File: config.mk
export PLATFORM = sky130hd
export DESIGN_NAME = joystick_dot_cursor_mover_core
export DESIGN_NICKNAME = d
export VERILOG_FILES = /design/src/sv/jdcm_pkg.sv /design/src/sv/jdcm_datapath.sv /design/src/sv/jdcm_controller.sv /design/src/sv/joystick_dot_cursor_mover_core.sv
export SDC_FILE = /design/constraint.sdc
export NUM_CORES = 1
export LEC_CHECK = 0
export BUFFER_PORTS_ARGS = -buffer_cell sky130_fd_sc_hd__clkbuf_2
export CORE_ASPECT_RATIO = 0.8
export CORE_MARGIN = 10
export CORE_UTILIZATION = 60
export CTS_CLUSTER_DIAMETER = 100
export CTS_CLUSTER_SIZE = 14
export DETAILED_ROUTE_END_ITERATION = 10
export GPL_TIMING_DRIVEN = 0
export PLACE_DENSITY_LB_ADDON = 0.25
export SYNTH_ARGS = -nofsm -noshare
export SYNTH_HDL_FRONTEND = slang
export SYNTH_SLANG_ARGS = --single-unit
File: constraint.sdc
create_clock -name clk -period 4.5 [get_ports clk]
set_input_delay 0.9 -clock clk [delete_from_list [all_inputs] [get_ports clk]]
set_output_delay 0.9 -clock clk [all_outputs]
set_load 0.02 [all_outputs]
File: src/sv/jdcm_pkg.sv
`timescale 1ns / 1ps
// ----------------------------------------------------------------------------
// jdcm_pkg
// Shared types and constants for the joystick dot cursor mover.
// ----------------------------------------------------------------------------
package jdcm_pkg;

    localparam int SAMPLE_W   = 10;
    localparam int DOT_W      = 8;
    localparam int INTERVAL_W = 5;
    localparam int TICK_W     = 8;
    localparam int RES20_W    = 5;

    localparam logic [SAMPLE_W-1:0] DEAD_LOW  = 10'd500;
    localparam logic [SAMPLE_W-1:0] DEAD_HIGH = 10'd600;
    localparam logic [SAMPLE_W-1:0] HIGH_1    = 10'd700;
    localparam logic [SAMPLE_W-1:0] HIGH_2    = 10'd800;
    localparam logic [SAMPLE_W-1:0] HIGH_3    = 10'd900;
    localparam logic [SAMPLE_W-1:0] LOW_1     = 10'd400;
    localparam logic [SAMPLE_W-1:0] LOW_2     = 10'd300;
    localparam logic [SAMPLE_W-1:0] LOW_3     = 10'd200;

    localparam logic [DOT_W-1:0] COL_LEFT   = 8'h80;
    localparam logic [DOT_W-1:0] COL_RIGHT  = 8'h01;
    localparam logic [DOT_W-1:0] ROW_TOP    = 8'hFE;
    localparam logic [DOT_W-1:0] ROW_BOTTOM = 8'hEF;

    localparam logic [INTERVAL_W-1:0] IVL_SLOW    = 5'd20;
    localparam logic [INTERVAL_W-1:0] IVL_MEDIUM  = 5'd10;
    localparam logic [INTERVAL_W-1:0] IVL_FAST    = 5'd5;
    localparam logic [INTERVAL_W-1:0] IVL_FASTEST = 5'd2;

    typedef enum logic [1:0] {
        MODE_START = 2'd0,
        MODE_IDLE  = 2'd1,
        MODE_MOVE  = 2'd2
    } mode_t;

    typedef enum logic {
        CTRL_WAIT   = 1'b0,
        CTRL_UPDATE = 1'b1
    } ctrl_state_t;

    typedef struct packed {
        logic load;
        logic commit;
    } dp_cmd_t;

endpackage

File: src/sv/jdcm_datapath.sv
`timescale 1ns / 1ps
// ----------------------------------------------------------------------------
// jdcm_datapath
// Sample capture, step intervals, mode register, tick gating and dot position.
// ----------------------------------------------------------------------------
module jdcm_datapath
(
    input  logic                             clk,
    input  logic                             rst_n,
    input  jdcm_pkg::dp_cmd_t                cmd,
    input  logic [jdcm_pkg::SAMPLE_W-1:0]    x_sample,
    input  logic [jdcm_pkg::SAMPLE_W-1:0]    y_sample,
    output logic [jdcm_pkg::DOT_W-1:0]       column_pattern,
    output logic [jdcm_pkg::DOT_W-1:0]       row_drive
);

    logic [jdcm_pkg::SAMPLE_W-1:0]   x_reg, y_reg;
    jdcm_pkg::mode_t                 mode_reg, mode_next;
    logic [jdcm_pkg::TICK_W-1:0]     tick_reg, tick_next, tick_eff;
    logic [jdcm_pkg::RES20_W-1:0]    res20_reg, res20_next, res20_eff;
    logic [jdcm_pkg::RES20_W-1:0]    res10, res5;
    logic [jdcm_pkg::DOT_W-1:0]      col_reg, col_next, col_base;
    logic [jdcm_pkg::DOT_W-1:0]      row_reg, row_next, row_base;
    logic [jdcm_pkg::INTERVAL_W-1:0] x_ivl_reg, x_ivl_next;
    logic [jdcm_pkg::INTERVAL_W-1:0] y_ivl_reg, y_ivl_next;
    logic x_pos, x_neg, y_pos, y_neg, centred;
    logic clear_tick, act, gate_x, gate_y;

    function automatic logic [jdcm_pkg::INTERVAL_W-1:0] interval_for(
        input logic [jdcm_pkg::SAMPLE_W-1:0]   s,
        input logic [jdcm_pkg::INTERVAL_W-1:0] old
    );
        logic [jdcm_pkg::INTERVAL_W-1:0] r;
        priority if ((s > jdcm_pkg::DEAD_HIGH && s <= jdcm_pkg::HIGH_1) ||
                     (s < jdcm_pkg::DEAD_LOW && s >= jdcm_pkg::LOW_1))
            r = jdcm_pkg::IVL_SLOW;
        else if ((s > jdcm_pkg::HIGH_1 && s <= jdcm_pkg::HIGH_2) ||
                 (s < jdcm_pkg::LOW_1 && s >= jdcm_pkg::LOW_2))
            r = jdcm_pkg::IVL_MEDIUM;
        else if ((s > jdcm_pkg::HIGH_2 && s <= jdcm_pkg::HIGH_3) ||
                 (s < jdcm_pkg::LOW_2 && s >= jdcm_pkg::LOW_3))
            r = jdcm_pkg::IVL_FAST;
        else if (s > jdcm_pkg::HIGH_3 || s < jdcm_pkg::LOW_3)
            r = jdcm_pkg::IVL_FASTEST;
        else
            r = old;
        return r;
    endfunction

    function automatic logic residue_zero(
        input logic [jdcm_pkg::INTERVAL_W-1:0] ivl,
        input logic [jdcm_pkg::RES20_W-1:0]    r20,
        input logic [jdcm_pkg::RES20_W-1:0]    r10,
        input logic [jdcm_pkg::RES20_W-1:0]    r5,
        input logic                            r2
    );
        logic z;
        unique case (ivl)
            jdcm_pkg::IVL_SLOW:    z = (r20 == '0);
            jdcm_pkg::IVL_MEDIUM:  z = (r10 == '0);
            jdcm_pkg::IVL_FAST:    z = (r5 == '0);
            jdcm_pkg::IVL_FASTEST: z = !r2;
            default:               z = (r20 == '0);
        endcase
        return z;
    endfunction

    always_ff @(posedge clk)
    begin
        if (cmd.load)
        begin
            x_reg <= x_sample;
            y_reg <= y_sample;
        end
    end

    always_comb
    begin
        x_pos   = (x_reg > jdcm_pkg::DEAD_HIGH);
        x_neg   = (x_reg < jdcm_pkg::DEAD_LOW);
        y_pos   = (y_reg > jdcm_pkg::DEAD_HIGH);
        y_neg   = (y_reg < jdcm_pkg::DEAD_LOW);
        centred = !(x_pos || x_neg || y_pos || y_neg);

        x_ivl_next = interval_for(x_reg, x_ivl_reg);
        y_ivl_next = interval_for(y_reg, y_ivl_reg);

        mode_next  = mode_reg;
        clear_tick = 1'b0;
        act        = 1'b0;
        col_base   = col_reg;
        row_base   = row_reg;
        unique case (mode_reg)
            jdcm_pkg::MODE_START:
            begin
                mode_next  = jdcm_pkg::MODE_IDLE;
                clear_tick = 1'b1;
                col_base   = jdcm_pkg::COL_LEFT;
                row_base   = jdcm_pkg::ROW_TOP;
            end
            jdcm_pkg::MODE_IDLE:
            begin
                if (!centred)
                begin
                    mode_next  = jdcm_pkg::MODE_MOVE;
                    clear_tick = 1'b1;
                    act        = 1'b1;
                end
            end
            jdcm_pkg::MODE_MOVE:
            begin
                if (centred)
                    mode_next = jdcm_pkg::MODE_IDLE;
                else
                    act = 1'b1;
            end
            default:
            begin
                mode_next = mode_reg;
            end
        endcase

        tick_eff  = clear_tick ? '0 : tick_reg;
        res20_eff = clear_tick ? '0 : res20_reg;
        res10     = (res20_eff >= 5'd10) ? res20_eff - 5'd10 : res20_eff;
        res5      = (res10 >= 5'd5) ? res10 - 5'd5 : res10;

        gate_x = residue_zero(x_ivl_next, res20_eff, res10, res5, tick_eff[0]);
        gate_y = residue_zero(y_ivl_next, res20_eff, res10, res5, tick_eff[0])
                 && (y_pos || y_neg);

        col_next   = col_base;
        row_next   = row_base;
        tick_next  = tick_eff;
        res20_next = res20_eff;
        if (act)
        begin
            if (gate_x || gate_y)
            begin
                if (x_pos && col_base != jdcm_pkg::COL_RIGHT)
                    col_next = {1'b0, col_base[jdcm_pkg::DOT_W-1:1]};
                else if (x_neg && col_base != jdcm_pkg::COL_LEFT)
                    col_next = {col_base[jdcm_pkg::DOT_W-2:0], 1'b0};
                if (y_pos && row_base != jdcm_pkg::ROW_TOP)
                    row_next = {1'b1, row_base[jdcm_pkg::DOT_W-1:1]};
                else if (y_neg && row_base != jdcm_pkg::ROW_BOTTOM)
                    row_next = {row_base[jdcm_pkg::DOT_W-2:0], 1'b1};
            end
            tick_next = tick_eff + 8'd1;
            if (tick_eff == '1 || res20_eff == 5'd19)
                res20_next = '0;
            else
                res20_next = res20_eff + 5'd1;
        end
    end

    always_ff @(posedge clk or negedge rst_n)
    begin
        if (!rst_n)
        begin
            mode_reg  <= jdcm_pkg::MODE_START;
            tick_reg  <= '0;
            res20_reg <= '0;
            col_reg   <= jdcm_pkg::COL_LEFT;
            row_reg   <= jdcm_pkg::ROW_TOP;
            x_ivl_reg <= jdcm_pkg::IVL_SLOW;
            y_ivl_reg <= jdcm_pkg::IVL_SLOW;
        end
        else if (cmd.commit)
        begin
            mode_reg  <= mode_next;
            tick_reg  <= tick_next;
            res20_reg <= res20_next;
            col_reg   <= col_next;
            row_reg   <= row_next;
            x_ivl_reg <= x_ivl_next;
            y_ivl_reg <= y_ivl_next;
        end
    end

    assign column_pattern = col_reg;
    assign row_drive      = row_reg;

`ifndef SYNTHESIS
    a_col_onehot: assert property (@(posedge clk) disable iff (!rst_n)
        $onehot(col_reg))
        else $error("column pattern not one-hot");
    a_row_one_low: assert property (@(posedge clk) disable iff (!rst_n)
        (row_reg[7:5] == 3'b111) && ($countones(row_reg[4:0]) == 4))
        else $error("row drive not a single active row");
    a_res_track: assert property (@(posedge clk) disable iff (!rst_n)
        res20_reg < 5'd20)
        else $error("mod-20 residue out of range");
`endif

endmodule

File: src/sv/jdcm_controller.sv
`timescale 1ns / 1ps
// ----------------------------------------------------------------------------
// jdcm_controller
// Request handshake sequencer and output valid flag.
// ----------------------------------------------------------------------------
module jdcm_controller
(
    input  logic              clk,
    input  logic              rst_n,
    input  logic              in_valid,
    output logic              in_ready,
    output logic              out_valid,
    input  logic              out_ready,
    output jdcm_pkg::dp_cmd_t cmd
);

    jdcm_pkg::ctrl_state_t state_reg, state_next;
    logic out_valid_reg, out_valid_next;
    logic slot_free;

    assign slot_free = !out_valid_reg || out_ready;

    always_comb
    begin
        state_next = state_reg;
        unique case (state_reg)
            jdcm_pkg::CTRL_WAIT:
            begin
                if (in_valid)
                    state_next = jdcm_pkg::CTRL_UPDATE;
            end
            jdcm_pkg::CTRL_UPDATE:
            begin
                if (slot_free)
                    state_next = jdcm_pkg::CTRL_WAIT;
            end
            default:
            begin
                state_next = jdcm_pkg::CTRL_WAIT;
            end
        endcase
    end

    always_comb
    begin
        in_ready   = 1'b0;
        cmd.load   = 1'b0;
        cmd.commit = 1'b0;
        unique case (state_reg)
            jdcm_pkg::CTRL_WAIT:
            begin
                in_ready = 1'b1;
                cmd.load = in_valid;
            end
            jdcm_pkg::CTRL_UPDATE:
            begin
                cmd.commit = slot_free;
            end
            default:
            begin
                in_ready = 1'b0;
            end
        endcase
        out_valid_next = cmd.commit ? 1'b1 : (out_valid_reg && !out_ready);
    end

    always_ff @(posedge clk or negedge rst_n)
    begin
        if (!rst_n)
        begin
            state_reg     <= jdcm_pkg::CTRL_WAIT;
            out_valid_reg <= 1'b0;
        end
        else
        begin
            state_reg     <= state_next;
            out_valid_reg <= out_valid_next;
        end
    end

    assign out_valid = out_valid_reg;

`ifndef SYNTHESIS
    a_rise_after_commit: assert property (@(posedge clk) disable iff (!rst_n)
        $rose(out_valid_reg) |-> $past(cmd.commit))
        else $error("result raised without a commit");
    a_load_then_update: assert property (@(posedge clk) disable iff (!rst_n)
        cmd.load |=> state_reg == jdcm_pkg::CTRL_UPDATE)
        else $error("load not followed by update");
    a_hold_stalled: assert property (@(posedge clk) disable iff (!rst_n)
        out_valid_reg && !out_ready |=> out_valid_reg && !$past(cmd.commit))
        else $error("stalled result dropped or overwritten");
`endif

endmodule

File: src/sv/joystick_dot_cursor_mover_core.sv
`timescale 1ns / 1ps
// ----------------------------------------------------------------------------
// joystick_dot_cursor_mover_core
// Moves a dot on an 8x5 matrix from joystick samples, one request per tick.
// ----------------------------------------------------------------------------
// A request is captured on accept and committed in the update state; a new
// request is not taken before then, and the update waits while a result is
// still held in the output register and not taken.
// Reset: asynchronous active low; mode start, tick 0, dot at column 0x80,
// row 0xFE, both intervals 20, no result pending.
module joystick_dot_cursor_mover_core
(
    input  logic                          clk,
    input  logic                          rst_n,
    input  logic                          in_valid,
    output logic                          in_ready,
    input  logic [jdcm_pkg::SAMPLE_W-1:0] x_sample,
    input  logic [jdcm_pkg::SAMPLE_W-1:0] y_sample,
    output logic                          out_valid,
    input  logic                          out_ready,
    output logic [jdcm_pkg::DOT_W-1:0]    column_pattern,
    output logic [jdcm_pkg::DOT_W-1:0]    row_drive
);

    jdcm_pkg::dp_cmd_t cmd;

    jdcm_controller u_ctrl
    (
        .clk       (clk),
        .rst_n     (rst_n),
        .in_valid  (in_valid),
        .in_ready  (in_ready),
        .out_valid (out_valid),
        .out_ready (out_ready),
        .cmd       (cmd)
    );

    jdcm_datapath u_dp
    (
        .clk            (clk),
        .rst_n          (rst_n),
        .cmd            (cmd),
        .x_sample       (x_sample),
        .y_sample       (y_sample),
        .column_pattern (column_pattern),
        .row_drive      (row_drive)
    );

endmodule

==> impl_metrics.py <==
metrics = {
    "status": {
        "status": "completed",
    },
    "clock_network": {
        "tritoncts": "built",
        "htreeDepth": 3,
        "path_clk_slew_ns": 0.08,
        "numCtsBuffers": 9,
        "clockBufferDepth": 2,
        "insertion_delay_ns": 0.35,
        "root_buffer": "clkbuf_8",
        "clock-sinks": 62,
        "ctsHoldBuffers": 0,
    },
    "global_routing": {
        "grt_use_met2_pct": 33.82,
        "grt-ovfl-total": 0,
        "grt_max_degree": 43,
        "grt_pass1_vias": 3791,
        "grt_use_total_pct": 20.50,
        "grt_pass1_wl_microns": 18160,
        "antenna_found_initial": 0,
        "grt_use_met1_pct": 26.18,
        "use_met3_pct": 4.534,
        "busiest_layer": "met2",
    },
    "synthesis": {
        "yosys.area.top_type_share_pct": 18.35,
        "syn_avg_cell_area_sq_um": 9.012,
        "syn_nets": 488,
        "yosys-top-cells-count": "nor2_1 (44), o21ai_0 (41), nand2_1 (40), a21oi_1 (30), dfrtp_1 (30)",
        "synth_most_common_cell": "nor2_1",
        "synth_area_sq_um": 4091,
        "netlist.top_cell.by_area": "dfrtp_1",
        "yosysSeqAreaShare_pct": 40.73,
        "yosys_warnings": 0,
        "synth-main-ff-cell": "dfrtp_1",
        "synth-edff-count": 20,
        "async_flop_share_pct": 67.74,
        "synth_area_leaders": "dfrtp_1 (18%), edfxtp_1 (15%), dfstp_2 (7.7%)",
        "yosysUniqueCellTypes": 75,
        "syn_inst": 454,
        "ys_ff_latch": 62,
    },
    "setup_path": {
        "crit_buf_inv": 2,
        "criticalPathCategory": "reg -> reg",
        "reg2reg_depth": 21,
        "slowest_delay_ns": 0.44,
        "slowest_stage": "edfxtp_1",
        "worst_setup_path_end_kind": "register",
        "startpoint_type": "register",
        "crit_family": "compound AO/OA/AOI/OAI gates",
        "worst-path-max-fanout": 8,
        "reg2reg_from": "u_dp.x_reg[2]$_DFFE_PP_",
        "worst_ep_required_time_ns": 4.79,
        "r2r_slack_ns": 0.18,
        "path_cells": "buf_4 > o21ai_0 > nor3_2 > o221ai_4 > a21oi_4 > buf_6 > nand2_1 > ha_4 > o21ai_0 > a21oi_1 > nand2_1 > ha_4 > a211oi_2 > nor2_1 > o22ai_1 > a32oi_1 > a31oi_1 > a2bb2oi_2 > a31oi_4 > a21oi_4 > a22o_1",
        "worst_r2r_endpoint": "u_dp.column_pattern[6]$_DFFE_PN0P_",
        "crit_arrival_ns": 4.60,
    },
    "placement": {
        "hpwlAfterDp_microns": 7558,
        "gp_congestion": 0.9124,
        "pre_cts_ws_ns": -0.5076,
        "port_buffers": 41,
    },
    "routing": {
        "drt_wl_total_microns": 11310,
        "drtAntennaViolNets": 0,
        "viasPerCell": 6.524,
        "routedWlPerCell_microns": 18.23,
        "drtIter0Drc": 360,
        "drt_pass1_iterations": 6,
        "drc": 0,
        "vias": 4045,
    },
    "timing": {
        "min_period_over_period_pct": 95.90,
        "maxSlewViolCount": 0,
        "finalHoldViolations": 0,
        "setup_viol": 0,
        "setup_slack_ns": 0.1846,
        "skew_ns": 0.008733,
        "slew_headroom_pct": 27.97,
        "period_minus_slack_ns": 4.315,
        "worstMarginPinSlew_ns": 1.080,
        "clock.fmax_mhz": 231.7,
    },
    "floorplan": {
        "die_x_microns": 112.3,
        "die_y_microns": 93.86,
        "initial_utilization_pct": 62.88,
        "die_area_sq_um": 10540,
        "io_pins": 42,
        "core_area_sq_um": 6506,
        "rows": 26,
    },
    "final_layout": {
        "nets": 565,
        "insertedDiodeCount": 0,
        "final_core_util_pct": 75.44,
        "area_growth_syn_to_layout_pct": 19.97,
        "drive_above_1_share_pct": 24.81,
        "fillers": 447,
    },
    "hold_path": {
        "whs_path_depth": 2,
        "holdPathEnd": "u_dp.row_drive[7]$_DFFE_PN1P_",
        "hold_class": "reg -> reg",
        "min-delay-start": "u_dp.row_drive[7]$_DFFE_PN1P_",
    },
    "pwr": {
        "ir_drop_mv": 0.3940,
        "finalPower_mw": 3.480,
        "p_per_area_nw_per_um2": 709.1,
        "p_leak_nw": 2.041,
    },
    "run": {
        "maxCapViolCount": 0,
    },
}
## routing by layer
layer  up-vias  share of wire [%]  wire length, microns
li1       1880                  -                     -
met1      1922                 44                  4922
met2       215                 47                  5289
met5         -                  0                     0
met4         0                1.9                   211
met3        28                7.8                   882
## cells in the final DEF (no fill, tap or decap), types with 3 or more instances in the layout
master and count:
dfrtp_1 30, a32o_1 3, dfstp_2 12, and3_1 4, inv_1 16, nand2_1 40
a31oi_1 8, clkbuf_2 41, mux2i_1 10, clkbuf_8 10, a22o_1 7, o22a_1 5
nand2b_1 5, and2_1 8, nor2_1 44, buf_6 3, or3_1 5, a2bb2oi_1 4
nor3_1 10, nor4b_1 3, ha_1 8, a41oi_1 4, a21o_1 7, o2bb2ai_1 5
o211ai_1 4, buf_4 27, edfxtp_1 20, o31ai_1 5, nand4_1 4, buf_2 5
nor2b_1 3, o21a_1 5, clkbuf_1 19, a21oi_1 30, nand3_1 14, o21ai_0 41
## layout make-up
cell class	instances	area, sq um	share of cell area (%)
well taps	84	105.1	2.141
multi-input cells	348	2344	47.74
plain buffers	26	126.4	2.575
clock inverters	5	57.56	1.173
flip-flops and latches	62	1667	33.95
clock buffers	11	141.4	2.880
inverters	16	60.06	1.224
repair buffers	68	407.9	8.310
## per-stage QoR
step	TNS (ns)	cells	hold slack (ns)	area, sq um
finish	0	620	0.4958	4908
global route	-0.2655	620	0.5217	4908
CTS	0	598	0.4962	4667
detailed placement	-7.162	579	0.4795	4404
global placement	-5.997	579	0.4742	4402
floorplan	0	454	0.4438	4091
## what timing repair did
action | CTS | global route
buffers inserted | 4 | 23
gates resized for setup | 7 | 14
setup endpoints to repair | 16 | 16
pin swaps | 6 | 13
## worst max-delay path by stage
stage                            startpoint                                 end  slack [ns]  cells past startpoint
finish              u_dp.x_reg[2]$_DFFE_PP_  u_dp.column_pattern[6]$_DFFE_PN0P_        0.18                     21
global route        u_dp.x_reg[2]$_DFFE_PP_  u_dp.column_pattern[6]$_DFFE_PN0P_       -0.05                     21
CTS                 u_dp.y_reg[6]$_DFFE_PP_  u_dp.column_pattern[6]$_DFFE_PN0P_      0.0002                     20
detailed placement  u_dp.x_reg[5]$_DFFE_PP_  u_dp.column_pattern[6]$_DFFE_PN0P_       -0.51                     20
global placement    u_dp.y_reg[6]$_DFFE_PP_  u_dp.column_pattern[6]$_DFFE_PN0P_       -0.43                     21
floorplan           u_dp.y_reg[2]$_DFFE_PP_       u_dp.row_drive[2]$_DFFE_PN1P_        0.33                     20
## worst reg2reg max path, stage by stage (launching register included)
cell	delay [ns]
edfxtp_1	0.44
buf_4	0.17
o21ai_0	0.39
nor3_2	0.12
o221ai_4	0.21
a21oi_4	0.10
buf_6	0.16
nand2_1	0.23
ha_4	0.21
o21ai_0	0.09
a21oi_1	0.22
nand2_1	0.12
ha_4	0.18
a211oi_2	0.14
nor2_1	0.06
o22ai_1	0.11
a32oi_1	0.13
a31oi_1	0.28
a2bb2oi_2	0.27
a31oi_4	0.17
a21oi_4	0.29
a22o_1	0.19
## kinds of logic after synthesis
kind of cell	count (synthesis)	synth area share, %
AOI/OAI and AO/OA	170	30.00
adders and majority gates	10	3.058
and+or+nand+nor	157	19.08
DFF	62	40.73
muxes	10	2.447
xor gates and xnor gates	1	0.2141
buffers and inverters	44	4.465
## report_power, final
part	switching [mW]	total, mW	internal, mW
Sequential	0.190	0.993	0.803
Clock	0.232	0.504	0.272
Combinational	1.18	1.98	0.806
Total	1.60	3.48	1.88
Power figures use the tool's default switching activity.
